### config.mk
export PLATFORM = sky130hd
export DESIGN_NAME = variable_partition_allocator_flat
export DESIGN_NICKNAME = d
export VERILOG_FILES = /design/src/rtl/vpa_pkg.sv /design/src/rtl/vpa_ifs.sv /design/src/rtl/variable_partition_allocator.sv /design/src/flat_wrapper.sv
export VERILOG_INCLUDE_DIRS = /design/src /design/src/rtl
export SDC_FILE = /design/constraint.sdc
export NUM_CORES = 2
export LEC_CHECK = 0
export ABC_AREA = 0
export ABC_CLOCK_PERIOD_IN_PS = 6310
export BUFFER_PORTS_ARGS = -buffer_cell sky130_fd_sc_hd__buf_2
export CORE_MARGIN = 2
export CORE_UTILIZATION = 55
export CTS_BUF_LIST = sky130_fd_sc_hd__clkbuf_4
export DETAILED_ROUTE_END_ITERATION = 8
export PLACE_DENSITY = 0.74
export SYNTH_ARGS = -nofsm -noshare
export SYNTH_HDL_FRONTEND = slang
export SYNTH_SLANG_ARGS = --single-unit
### constraint.sdc
create_clock -name clk -period 6.31 [get_ports clk]
set_input_delay 0 -clock clk [delete_from_list [all_inputs] [get_ports clk]]
set_output_delay 0 -clock clk [all_outputs]
set_load 0.1 [all_outputs]
### src/rtl/variable_partition_allocator_defines.svh
// Assertion macros for the variable partition allocator.
// Included by files that carry concurrent assertions; no other dependency.
`ifndef VARIABLE_PARTITION_ALLOCATOR_DEFINES_SVH
`define VARIABLE_PARTITION_ALLOCATOR_DEFINES_SVH

// plain property, checked every edge outside reset
`define VPA_ASSERT(lbl, ck, rs, prop, msg) \
  lbl: assert property (@(posedge ck) disable iff (rs) prop) else $error(msg);

// antecedent this edge, consequent on the next one
`define VPA_ASSERT_NX(lbl, ck, rs, ante, cons, msg) \
  lbl: assert property (@(posedge ck) disable iff (rs) (ante) |=> (cons)) else $error(msg);

`endif

### src/rtl/vpa_pkg.sv
// Shared constants and codes for the variable partition allocator.
// No dependencies.
package vpa_pkg;

  localparam int MAX_BLOCKS_DEF = 16;
  localparam int ADDR_BITS_DEF  = 16;
  localparam int FIELD_W        = 16;
  localparam int STATUS_W       = 3;
  localparam int CFG_IDX_W      = 1;

  localparam logic [FIELD_W-1:0] MEM_SIZE_RST = 16'd1024;

  localparam logic OP_ALLOC = 1'b0;
  localparam logic OP_FREE  = 1'b1;

  localparam logic [1:0] POL_BEST  = 2'd0;
  localparam logic [1:0] POL_WORST = 2'd1;
  localparam logic [1:0] POL_FIRST = 2'd2;
  localparam logic [1:0] POL_NONE  = 2'd3;

  localparam logic [STATUS_W-1:0] ST_OK    = 3'd0;
  localparam logic [STATUS_W-1:0] ST_NOFIT = 3'd1;
  localparam logic [STATUS_W-1:0] ST_NOID  = 3'd2;
  localparam logic [STATUS_W-1:0] ST_FULL  = 3'd3;
  localparam logic [STATUS_W-1:0] ST_NOPOL = 3'd4;

  localparam logic [CFG_IDX_W-1:0] REG_POLICY = 1'b0;
  localparam logic [CFG_IDX_W-1:0] REG_MEMSZ  = 1'b1;

endpackage

### src/rtl/vpa_ifs.sv
// Request and response channel interfaces of the variable partition allocator.
// Depends on vpa_pkg.
interface vpa_req_if;
  import vpa_pkg::*;
  logic                 valid;
  logic                 ready;
  logic                 opcode;
  logic [FIELD_W-1:0]   request_size;
  logic [FIELD_W-1:0]   target_id;
  modport source(output valid, opcode, request_size, target_id, input ready);
  modport sink(input valid, opcode, request_size, target_id, output ready);
endinterface

interface vpa_rsp_if;
  import vpa_pkg::*;
  logic                 valid;
  logic                 ready;
  logic [STATUS_W-1:0]  status;
  logic [FIELD_W-1:0]   block_id;
  logic [FIELD_W-1:0]   block_start;
  logic [FIELD_W-1:0]   block_size;
  modport source(output valid, status, block_id, block_start, block_size, input ready);
  modport sink(input valid, status, block_id, block_start, block_size, output ready);
endinterface

### src/rtl/variable_partition_allocator.sv
// Channel   Dir  Handshake       Payload
// req       in   valid/ready     opcode, request_size, target_id
// rsp       out  valid/ready     status, block_id, block_start, block_size
// cfg       in   cfg_we          cfg_index, cfg_data
//
// Free list and used list each live in a 1R1W memory with registered read.
// An item scans the used list (free only) then the free list, one entry a
// cycle, then shifts one or both lists one entry a cycle.
// Reset is synchronous; the INIT state entered on reset writes the initial free block.
// A held result does not stop the next item from being accepted; that item
// then waits in its last cycle until the held result is taken.
// Depends on vpa_pkg, vpa_ifs and variable_partition_allocator_defines.svh.
`include "variable_partition_allocator_defines.svh"

module variable_partition_allocator #(
  parameter int MAX_BLOCKS = vpa_pkg::MAX_BLOCKS_DEF,
  parameter int ADDR_BITS  = vpa_pkg::ADDR_BITS_DEF
) (
  input  logic                           clk,
  input  logic                           rst,
  vpa_req_if.sink                        req,
  vpa_rsp_if.source                      rsp,
  input  logic                           cfg_we,
  input  logic [vpa_pkg::CFG_IDX_W-1:0]  cfg_index,
  input  logic [vpa_pkg::FIELD_W-1:0]    cfg_data
);
  import vpa_pkg::*;

  localparam int AW = ADDR_BITS;
  localparam int IW = (MAX_BLOCKS > 1) ? $clog2(MAX_BLOCKS) : 1;
  localparam int CW = $clog2(MAX_BLOCKS + 1);
  localparam int FW = 2 * AW;
  localparam int UW = FIELD_W + 2 * AW;
  localparam logic [CW-1:0] CNT_MAX = CW'(MAX_BLOCKS);

  localparam logic [3:0] S_INIT   = 4'd0;
  localparam logic [3:0] S_IDLE   = 4'd1;
  localparam logic [3:0] S_USCAN  = 4'd2;
  localparam logic [3:0] S_FSCAN  = 4'd3;
  localparam logic [3:0] S_DECIDE = 4'd4;
  localparam logic [3:0] S_FREM   = 4'd5;
  localparam logic [3:0] S_FPUSH  = 4'd6;
  localparam logic [3:0] S_UREM   = 4'd7;
  localparam logic [3:0] S_UPUSH  = 4'd8;
  localparam logic [3:0] S_DONE   = 4'd9;

  function automatic logic [AW-1:0] to_a(input logic [FIELD_W-1:0] v);
    logic [47:0] w;
    w = 48'(v);
    return w[AW-1:0];
  endfunction

  function automatic logic [FIELD_W-1:0] to_w(input logic [AW-1:0] v);
    logic [47:0] w;
    w = 48'(v);
    return w[FIELD_W-1:0];
  endfunction

  // memories
  logic [FW-1:0] fmem [MAX_BLOCKS];
  logic [UW-1:0] umem [MAX_BLOCKS];
  logic          f_we, u_we;
  logic [IW-1:0] f_wa, f_ra, u_wa, u_ra;
  logic [FW-1:0] f_wd, f_rd;
  logic [UW-1:0] u_wd, u_rd;

  always_ff @(posedge clk) begin
    if (f_we) fmem[f_wa] <= f_wd;
    f_rd <= fmem[f_ra];
  end

  always_ff @(posedge clk) begin
    if (u_we) umem[u_wa] <= u_wd;
    u_rd <= umem[u_ra];
  end

  // control and payload registers
  logic [3:0]          state;
  logic [CW-1:0]       free_cnt, used_cnt;
  logic [1:0]          fit_policy;
  logic [FIELD_W-1:0]  mem_total;
  logic [FIELD_W-1:0]  id_counter;
  logic [CW-1:0]       rd_idx, sw_ptr;
  logic                chk, pend;
  logic [IW-1:0]       chk_idx, pend_idx;
  logic                op;
  logic [AW-1:0]       req_a;
  logic [FIELD_W-1:0]  tid;
  logic                pick_ok, front_ok, back_ok, u_ok;
  logic [IW-1:0]       pick_idx, front_idx, back_idx, u_idx;
  logic [AW-1:0]       pick_start, pick_len, front_start, front_len, back_len;
  logic [AW-1:0]       u_start, u_len;
  logic [STATUS_W-1:0] p_status, res_status;
  logic [FIELD_W-1:0]  p_bid, p_start, p_size, res_bid, res_start, res_size;
  logic                res_valid;

  logic [AW-1:0]      fr_start, fr_len, ur_start, ur_len;
  logic [FIELD_W-1:0] ur_id;
  logic               scan_issue, rem_issue, push_issue, better, back_use, cfg_mem_wr;

  assign fr_start = f_rd[FW-1:AW];
  assign fr_len   = f_rd[AW-1:0];
  assign ur_id    = u_rd[UW-1:FW];
  assign ur_start = u_rd[FW-1:AW];
  assign ur_len   = u_rd[AW-1:0];

  assign scan_issue = (state == S_USCAN) ? (rd_idx < used_cnt) : (rd_idx < free_cnt);
  assign rem_issue  = (state == S_UREM) ? (sw_ptr < used_cnt) : (sw_ptr < free_cnt);
  assign push_issue = (sw_ptr != '0);
  assign back_use   = back_ok && !(front_ok && back_idx == front_idx);
  assign cfg_mem_wr = cfg_we && cfg_index == REG_MEMSZ && used_cnt == '0;

  always_comb begin
    unique case (fit_policy)
      POL_BEST:  better = fr_len < pick_len;
      POL_WORST: better = fr_len > pick_len;
      default:   better = 1'b0;
    endcase
  end

  assign req.ready = (state == S_IDLE);
  assign rsp.valid = res_valid;
  assign rsp.status      = res_status;
  assign rsp.block_id    = res_bid;
  assign rsp.block_start = res_start;
  assign rsp.block_size  = res_size;

  // memory port steering
  always_comb begin
    f_we = 1'b0;
    f_wa = '0;
    f_wd = '0;
    f_ra = '0;
    u_we = 1'b0;
    u_wa = '0;
    u_wd = '0;
    u_ra = '0;
    if (cfg_mem_wr) begin
      f_we = 1'b1;
      f_wd = {{AW{1'b0}}, to_a(cfg_data)};
    end else begin
      unique case (state)
        S_INIT: begin
          f_we = 1'b1;
          f_wd = {{AW{1'b0}}, to_a(mem_total)};
        end
        S_USCAN: u_ra = rd_idx[IW-1:0];
        S_FSCAN: f_ra = rd_idx[IW-1:0];
        S_DECIDE: begin
          if (op == OP_ALLOC) begin
            if (pick_ok && pick_len != req_a) begin
              f_we = 1'b1;
              f_wa = pick_idx;
              f_wd = {AW'(pick_start + req_a), AW'(pick_len - req_a)};
            end
          end else if (front_ok) begin
            f_we = 1'b1;
            f_wa = front_idx;
            f_wd = {front_start,
                    AW'(front_len + u_len + (back_use ? back_len : AW'(0)))};
          end else if (back_use) begin
            f_we = 1'b1;
            f_wa = back_idx;
            f_wd = {u_start, AW'(back_len + u_len)};
          end
        end
        S_FREM: begin
          f_ra = sw_ptr[IW-1:0];
          f_we = pend;
          f_wa = pend_idx;
          f_wd = f_rd;
        end
        S_FPUSH: begin
          f_ra = IW'(sw_ptr - CW'(1));
          if (pend) begin
            f_we = 1'b1;
            f_wa = pend_idx;
            f_wd = f_rd;
          end else if (!push_issue) begin
            f_we = 1'b1;
            f_wd = {u_start, u_len};
          end
        end
        S_UREM: begin
          u_ra = sw_ptr[IW-1:0];
          u_we = pend;
          u_wa = pend_idx;
          u_wd = u_rd;
        end
        S_UPUSH: begin
          u_ra = IW'(sw_ptr - CW'(1));
          if (pend) begin
            u_we = 1'b1;
            u_wa = pend_idx;
            u_wd = u_rd;
          end else if (!push_issue) begin
            u_we = 1'b1;
            u_wd = {id_counter, pick_start, req_a};
          end
        end
        default: ;
      endcase
    end
  end

  always_ff @(posedge clk) begin
    if (rst) begin
      state      <= S_INIT;
      free_cnt   <= CW'(1);
      used_cnt   <= '0;
      fit_policy <= POL_NONE;
      mem_total  <= MEM_SIZE_RST;
      id_counter <= '0;
      chk        <= 1'b0;
      pend       <= 1'b0;
      res_valid  <= 1'b0;
    end else begin
      if (cfg_we && cfg_index == REG_POLICY) fit_policy <= cfg_data[1:0];
      if (cfg_mem_wr) begin
        mem_total <= cfg_data;
        free_cnt  <= CW'(1);
      end
      if (res_valid && rsp.ready && state != S_DONE) res_valid <= 1'b0;

      unique case (state)
        S_INIT: state <= S_IDLE;

        S_IDLE: begin
          if (req.valid) begin
            op       <= req.opcode;
            req_a    <= to_a(req.request_size);
            tid      <= req.target_id;
            p_start  <= '0;
            p_size   <= '0;
            rd_idx   <= '0;
            chk      <= 1'b0;
            pick_ok  <= 1'b0;
            front_ok <= 1'b0;
            back_ok  <= 1'b0;
            u_ok     <= 1'b0;
            if (req.opcode == OP_FREE) begin
              p_status <= ST_OK;
              p_bid    <= '0;
              state    <= S_USCAN;
            end else if (fit_policy == POL_NONE) begin
              p_status <= ST_NOPOL;
              p_bid    <= '0;
              state    <= S_DONE;
            end else begin
              // the id is spent even when the allocate fails
              id_counter <= id_counter + 16'd1;
              p_bid      <= id_counter + 16'd1;
              if (used_cnt == CNT_MAX) begin
                p_status <= ST_FULL;
                state    <= S_DONE;
              end else begin
                p_status <= ST_OK;
                state    <= S_FSCAN;
              end
            end
          end
        end

        S_USCAN: begin
          chk <= scan_issue;
          if (scan_issue) begin
            rd_idx  <= rd_idx + CW'(1);
            chk_idx <= rd_idx[IW-1:0];
          end
          if (chk && !u_ok && ur_id == tid) begin
            u_ok    <= 1'b1;
            u_idx   <= chk_idx;
            u_start <= ur_start;
            u_len   <= ur_len;
          end
          if (!scan_issue && !chk) begin
            if (!u_ok) begin
              p_status <= ST_NOID;
              p_bid    <= tid;
              state    <= S_DONE;
            end else begin
              rd_idx <= '0;
              state  <= S_FSCAN;
            end
          end
        end

        S_FSCAN: begin
          chk <= scan_issue;
          if (scan_issue) begin
            rd_idx  <= rd_idx + CW'(1);
            chk_idx <= rd_idx[IW-1:0];
          end
          if (chk) begin
            if (fr_len >= req_a && (!pick_ok || better)) begin
              pick_ok    <= 1'b1;
              pick_idx   <= chk_idx;
              pick_start <= fr_start;
              pick_len   <= fr_len;
            end
            if (!front_ok && AW'(fr_start + fr_len) == u_start) begin
              front_ok    <= 1'b1;
              front_idx   <= chk_idx;
              front_start <= fr_start;
              front_len   <= fr_len;
            end
            if (!back_ok && fr_start == AW'(u_start + u_len)) begin
              back_ok  <= 1'b1;
              back_idx <= chk_idx;
              back_len <= fr_len;
            end
          end
          if (!scan_issue && !chk) state <= S_DECIDE;
        end

        S_DECIDE: begin
          pend <= 1'b0;
          if (op == OP_ALLOC) begin
            if (!pick_ok) begin
              p_status <= ST_NOFIT;
              state    <= S_DONE;
            end else begin
              p_start <= to_w(pick_start);
              p_size  <= to_w(req_a);
              if (pick_len != req_a) begin
                sw_ptr <= used_cnt;
                state  <= S_UPUSH;
              end else begin
                sw_ptr <= CW'(pick_idx) + CW'(1);
                state  <= S_FREM;
              end
            end
          end else if (!front_ok && !back_use && free_cnt == CNT_MAX) begin
            p_status <= ST_FULL;
            p_bid    <= '0;
            p_start  <= '0;
            p_size   <= '0;
            state    <= S_DONE;
          end else begin
            p_bid   <= tid;
            p_start <= to_w(u_start);
            p_size  <= to_w(u_len);
            if (front_ok && back_use) begin
              sw_ptr <= CW'(back_idx) + CW'(1);
              state  <= S_FREM;
            end else if (front_ok || back_use) begin
              sw_ptr <= CW'(u_idx) + CW'(1);
              state  <= S_UREM;
            end else begin
              sw_ptr <= free_cnt;
              state  <= S_FPUSH;
            end
          end
        end

        S_FREM, S_UREM: begin
          pend <= rem_issue;
          if (rem_issue) begin
            sw_ptr   <= sw_ptr + CW'(1);
            pend_idx <= IW'(sw_ptr - CW'(1));
          end
          if (!rem_issue && !pend) begin
            if (state == S_FREM) begin
              free_cnt <= free_cnt - CW'(1);
              if (op == OP_ALLOC) begin
                sw_ptr <= used_cnt;
                state  <= S_UPUSH;
              end else begin
                sw_ptr <= CW'(u_idx) + CW'(1);
                state  <= S_UREM;
              end
            end else begin
              used_cnt <= used_cnt - CW'(1);
              state    <= S_DONE;
            end
          end
        end

        S_FPUSH, S_UPUSH: begin
          pend <= push_issue;
          if (push_issue) begin
            sw_ptr   <= sw_ptr - CW'(1);
            pend_idx <= sw_ptr[IW-1:0];
          end
          if (!push_issue && !pend) begin
            if (state == S_FPUSH) begin
              free_cnt <= free_cnt + CW'(1);
              sw_ptr   <= CW'(u_idx) + CW'(1);
              state    <= S_UREM;
            end else begin
              used_cnt <= used_cnt + CW'(1);
              state    <= S_DONE;
            end
          end
        end

        S_DONE: begin
          if (!res_valid || rsp.ready) begin
            res_valid  <= 1'b1;
            res_status <= p_status;
            res_bid    <= p_bid;
            res_start  <= p_start;
            res_size   <= p_size;
            state      <= S_IDLE;
          end
        end

        default: state <= S_IDLE;
      endcase
    end
  end

  `VPA_ASSERT(a_fpush_room, clk, rst, (state == S_FPUSH) |-> (free_cnt < CNT_MAX), "free push on full list")
  `VPA_ASSERT(a_upush_room, clk, rst, (state == S_UPUSH) |-> (used_cnt < CNT_MAX), "used push on full list")
  `VPA_ASSERT_NX(a_init_one, clk, rst, state == S_INIT, free_cnt == CW'(1), "init left bad free count")
  `VPA_ASSERT_NX(a_id_step, clk, rst, req.valid && req.ready && req.opcode == OP_ALLOC && fit_policy != POL_NONE, id_counter == 16'($past(id_counter) + 16'd1), "id not advanced")

endmodule

### src/flat_wrapper.sv
// flat-port wrapper written by rule: the top's interface ports become plain ports
module variable_partition_allocator_flat import vpa_pkg::*;
#(
  parameter int MAX_BLOCKS = vpa_pkg::MAX_BLOCKS_DEF,
  parameter int ADDR_BITS  = vpa_pkg::ADDR_BITS_DEF
)
  (clk, rst, cfg_we, cfg_index, cfg_data, req_valid, req_opcode, req_request_size, req_target_id, req_ready, rsp_valid, rsp_status, rsp_block_id, rsp_block_start, rsp_block_size, rsp_ready);
  vpa_req_if req_i ();
  vpa_rsp_if rsp_i ();
  input  logic clk;
  input  logic rst;
  input  logic cfg_we;
  input  logic [vpa_pkg::CFG_IDX_W-1:0] cfg_index;
  input  logic [vpa_pkg::FIELD_W-1:0] cfg_data;
  input wire logic [$bits(req_i.valid)-1:0] req_valid;
  input wire logic [$bits(req_i.opcode)-1:0] req_opcode;
  input wire logic [$bits(req_i.request_size)-1:0] req_request_size;
  input wire logic [$bits(req_i.target_id)-1:0] req_target_id;
  output wire logic [$bits(req_i.ready)-1:0] req_ready;
  output wire logic [$bits(rsp_i.valid)-1:0] rsp_valid;
  output wire logic [$bits(rsp_i.status)-1:0] rsp_status;
  output wire logic [$bits(rsp_i.block_id)-1:0] rsp_block_id;
  output wire logic [$bits(rsp_i.block_start)-1:0] rsp_block_start;
  output wire logic [$bits(rsp_i.block_size)-1:0] rsp_block_size;
  input wire logic [$bits(rsp_i.ready)-1:0] rsp_ready;
  assign req_i.valid = req_valid;
  assign req_i.opcode = req_opcode;
  assign req_i.request_size = req_request_size;
  assign req_i.target_id = req_target_id;
  assign req_ready = req_i.ready;
  assign rsp_valid = rsp_i.valid;
  assign rsp_status = rsp_i.status;
  assign rsp_block_id = rsp_i.block_id;
  assign rsp_block_start = rsp_i.block_start;
  assign rsp_block_size = rsp_i.block_size;
  assign rsp_i.ready = rsp_ready;
  variable_partition_allocator #(.MAX_BLOCKS(MAX_BLOCKS), .ADDR_BITS(ADDR_BITS)) u_core (.clk(clk), .rst(rst), .req(req_i), .rsp(rsp_i), .cfg_we(cfg_we), .cfg_index(cfg_index), .cfg_data(cfg_data));
endmodule
==> report_table.html <==
<table>
<tr><th>Metric</th><th>Value</th></tr>
<tr><th colspan="2">Power and ir drop</th></tr>
<tr><td>Leakage power figure</td><td>29.4 nW</td></tr>
<tr><td>Highest ir drop seen on vdd</td><td>0.294 mV</td></tr>
<tr><td>P per Cell Area</td><td>359 nW/um^2</td></tr>
<tr><td>Tot Pwr</td><td>29.9 mW</td></tr>
<tr><th colspan="2">Route</th></tr>
<tr><td>Vias/cell</td><td>6.47</td></tr>
<tr><td>Residual DRC count</td><td>53</td></tr>
<tr><td>Average wire per standard cell</td><td>28.0 um</td></tr>
<tr><td>Post-route antenna net violation count</td><td>0</td></tr>
<tr><td>Routed via count</td><td>51700</td></tr>
<tr><td>First-pass iteration count of the detailed router</td><td>9</td></tr>
<tr><td>Total Routed Length</td><td>224000 um</td></tr>
<tr><td>Drt first-iter violations</td><td>7604</td></tr>
<tr><th colspan="2">Clock tree</th></tr>
<tr><td>H-tree depth</td><td>5</td></tr>
<tr><td>Insertion delay of the later-clocked pin in the worst-skew pair</td><td>1.39 ns</td></tr>
<tr><td>Clk buf depth</td><td>4</td></tr>
<tr><td>Setup bufs post-CTS</td><td>0</td></tr>
<tr><td>CTS buffer count</td><td>420</td></tr>
<tr><td>TritonCTS clock tree</td><td>built</td></tr>
<tr><td>Library cell used as clock root buffer</td><td>sky130_fd_sc_hd__clkbuf_4</td></tr>
<tr><td>Num Clock Sinks</td><td>1696</td></tr>
<tr><td>Clock transition at path regs</td><td>0.07 ns</td></tr>
<tr><th colspan="2">Floorplan</th></tr>
<tr><td>Initial Utilization</td><td>0.555</td></tr>
<tr><td>FP Rows</td><td>133</td></tr>
<tr><td>Number of top-level design ports</td><td>108</td></tr>
<tr><td>Vertical die dimension</td><td>369 um</td></tr>
<tr><td>Core Box Area</td><td>132000 um^2</td></tr>
<tr><td>Die Span X</td><td>369 um</td></tr>
<tr><td>Die Footprint</td><td>136000 um^2</td></tr>
<tr><th colspan="2">Yosys</th></tr>
<tr><td>Leading cell types by count after synthesis</td><td>1565 x sky130_fd_sc_hd__edfxtp_1, 624 x sky130_fd_sc_hd__nand2_1, 423 x sky130_fd_sc_hd__a21oi_1, 405 x sky130_fd_sc_hd__mux2i_1, 235 x sky130_fd_sc_hd__o21ai_0</td></tr>
<tr><td>Sequential-to-total area share from yosys stat</td><td>0.678</td></tr>
<tr><td>Dominant synthesized flop cell</td><td>sky130_fd_sc_hd__edfxtp_1</td></tr>
<tr><td>Number of synthesized flops with an enable pin</td><td>1565</td></tr>
<tr><td>Net count after synthesis</td><td>5621</td></tr>
<tr><td>Mean cell area of the mapped netlist</td><td>13.6 um^2</td></tr>
<tr><td>Post-synthesis cell type count</td><td>89</td></tr>
<tr><td>Async set-or-reset flop fraction in the synthesized netlist</td><td>0</td></tr>
<tr><td>Top cell type's share of synthesized area</td><td>0.642</td></tr>
<tr><td>Combined area of all synthesized cells</td><td>73200 um^2</td></tr>
<tr><td>Number of flip-flops and latches in the synthesized netlist</td><td>1696</td></tr>
<tr><td>Most instantiated library cell after synthesis</td><td>sky130_fd_sc_hd__edfxtp_1</td></tr>
<tr><td>Number of standard cells after synthesis</td><td>5394</td></tr>
<tr><td>Cells taking the most area after synthesis</td><td>sky130_fd_sc_hd__edfxtp_1 64%, sky130_fd_sc_hd__mux2i_1 5.5%, sky130_fd_sc_hd__dfxtp_1 3.6%</td></tr>
<tr><td>Syn. warnings</td><td>0</td></tr>
<tr><td>Cell type with the largest total area after synthesis</td><td>sky130_fd_sc_hd__edfxtp_1</td></tr>
<tr><th colspan="2">Worst setup path</th></tr>
<tr><td>Nature of the critical path startpoint</td><td>register</td></tr>
<tr><td>Crit path capture type</td><td>register</td></tr>
<tr><td>Arrival time worst endpoint</td><td>6.00 ns</td></tr>
<tr><td>Required @ worst endpoint</td><td>7.17 ns</td></tr>
<tr><td>Maximum fanout along the worst path</td><td>32</td></tr>
<tr><td>Worst Path Class, Setup</td><td>register to register</td></tr>
<tr><th colspan="2">Outcome</th></tr>
<tr><td>Outcome</td><td>complete, but fails checks</td></tr>
<tr><td>Violated checks</td><td>design-rule violations</td></tr>
<tr><th colspan="2">GRT</th></tr>
<tr><td>GRT Residual Overflow</td><td>0</td></tr>
<tr><td>Number of antenna violations at the first check in global routing</td><td>14</td></tr>
<tr><td>All-layer global routing usage</td><td>0.323</td></tr>
<tr><td>First-pass GRT wire length</td><td>324000 um</td></tr>
<tr><td>Largest net degree at the start of global routing</td><td>129</td></tr>
<tr><td>Vias in the first global route</td><td>49800</td></tr>
<tr><th colspan="2">Place</th></tr>
<tr><td>Detailed-placement wirelength estimate</td><td>132000 um</td></tr>
<tr><td>Count of input and output buffers</td><td>107</td></tr>
<tr><td>Placer's final routability congestion estimate</td><td>0.955</td></tr>
<tr><th colspan="2">STA</th></tr>
<tr><td>Worst Max-Slew Pin Slew</td><td>1.39 ns</td></tr>
<tr><td>Fin crit share</td><td>0.815</td></tr>
<tr><td>Minimum clock period</td><td>5.14 ns</td></tr>
<tr><td># setup viols final</td><td>0</td></tr>
<tr><td>Number of slew-limit violations in the final report</td><td>0</td></tr>
<tr><td>Total Neg Setup Slack</td><td>0 ns</td></tr>
<tr><td>Clock Skews</td><td>0.154 ns</td></tr>
<tr><td>Achievable Freq</td><td>195 MHz</td></tr>
<tr><td>Unrepaired setup endpoints after global routing</td><td>false</td></tr>
<tr><td>Worst slew margin relative to its limit</td><td>0.0681</td></tr>
<tr><td>Hold Vio Cnt, Final</td><td>0</td></tr>
<tr><th colspan="2">Finish</th></tr>
<tr><td>Area Growth Syn to Fin</td><td>13.8%</td></tr>
<tr><td>Final Core Density</td><td>0.632</td></tr>
<tr><td>Fraction of final layout cells sized beyond drive strength 1</td><td>0.157</td></tr>
<tr><td>Final #Nets</td><td>6119</td></tr>
<tr><th colspan="2">Hold path</th></tr>
<tr><td>Type of the tightest min-delay check</td><td>input pin to register</td></tr>
<tr><th colspan="2">Run</th></tr>
<tr><td>Max-cap violations</td><td>0</td></tr>
</table>
## flip-flops by register name, indices dropped and copies added, names as in the netlist, 32 cells and up
register,count
u_core.f_rd,32
u_core.umem,768
u_core.u_rd,48
u_core.fmem,512
## routing by layer
layer	part of all wire	routed length [um]	track usage
met1	0.37	83500	0.439
met4	0.043	9620	0.142
met3	0.14	30700	0.0999
met2	0.45	99700	0.481
met5	0.00014	32	0
## per-stage QoR
stage / instance area, um^2 / hold WS [ns] / setup WS (ns) / instances
4_1_cts: 83300 / 0.0198 / 1.43 / 7978
5_1_grt: 83300 / 0.0923 / 0.995 / 7984
6_report: 83300 / 0.145 / 1.17 / 7987
2_1_floorplan: 73200 / 0.0989 / 0.0781 / 5394
3_3_place_gp: 76200 / 0.178 / 1.58 / 7053
3_5_place_dp: 76200 / 0.179 / 1.51 / 7053
## layout by cell type (no fill, tap or decap), types with 131 or more instances in the layout
cell and instances:
sky130_fd_sc_hd__ha_1 150, sky130_fd_sc_hd__mux2i_1 405, sky130_fd_sc_hd__edfxtp_1 1565, sky130_fd_sc_hd__clkbuf_4 632
sky130_fd_sc_hd__dlygate4sd3_1 172, sky130_fd_sc_hd__nor2_1 179, sky130_fd_sc_hd__a21oi_1 415, sky130_fd_sc_hd__o21ai_0 234
sky130_fd_sc_hd__dfxtp_1 131, sky130_fd_sc_hd__nand2_1 621
## worst paths after layout
check / startpoint / end / slack, ns / cells after the start
worst max-delay path: u_core.req_a[8] / u_core.fmem[7][25] / 1.17 / 10
worst min-delay path: req_opcode / u_core.op / 0.15 / 3
worst max register to register: u_core.req_a[8] / u_core.fmem[7][25] / 1.17 / 10
worst min register to register: u_core.p_bid[3] / u_core.rsp.block_id[3] / 0.37 / 0
## kinds of logic (layout without fill, tap and decap cells)
family / after synthesis / after routing / synth area share
AOI/OAI and AO/OA: 1402 / 1402 / 0.123
xor gates and xnor gates: 171 / 171 / 0.0208
adders and majority gates: 172 / 172 / 0.0317
buffers and inverters: 386 / 1215 / 0.0210
DFF: 1696 / 1696 / 0.678
muxes: 405 / 405 / 0.0554
other: 0 / 9 / 0
and+or+nand+nor: 1162 / 1162 / 0.0699
## area by class of cell
type | count | area [um^2]
Fill cell | 9655 | 48500
Antenna cell | 9 | 22.5
Inverter | 75 | 282
Tap cell | 1755 | 2200
Sequential cell | 1696 | 49600
Clock inverter | 121 | 617
Clock buffer | 632 | 4740
Timing Repair Buffer | 387 | 3230
Multi-Input combinational cell | 3312 | 22600
## critical path, cell delays in order (launching register included)
cell and delay (ns):
sky130_fd_sc_hd__edfxtp_1 0.44, sky130_fd_sc_hd__inv_1 0.10, sky130_fd_sc_hd__ha_1 0.36, sky130_fd_sc_hd__and3_1 0.25, sky130_fd_sc_hd__and3_1 0.29, sky130_fd_sc_hd__a21oi_1 0.82
sky130_fd_sc_hd__nand2_1 0.48, sky130_fd_sc_hd__and3_1 0.33, sky130_fd_sc_hd__nor3_1 0.27, sky130_fd_sc_hd__nand2_1 0.24, sky130_fd_sc_hd__nor2_4 1.04
## what timing repair did
action                                 in CTS  in global routing
resized for setup                           0                  0
endpoints found under the hold margin     671                  0
hold buffers                              172                  0
## where the power goes
part	total (mW)	internal [mW]	switching (mW)
registers	13.9	13.1	0.787
clock network	9.15	4.77	4.38
logic	6.81	2.18	4.63
(Power assumes the default switching activity.)
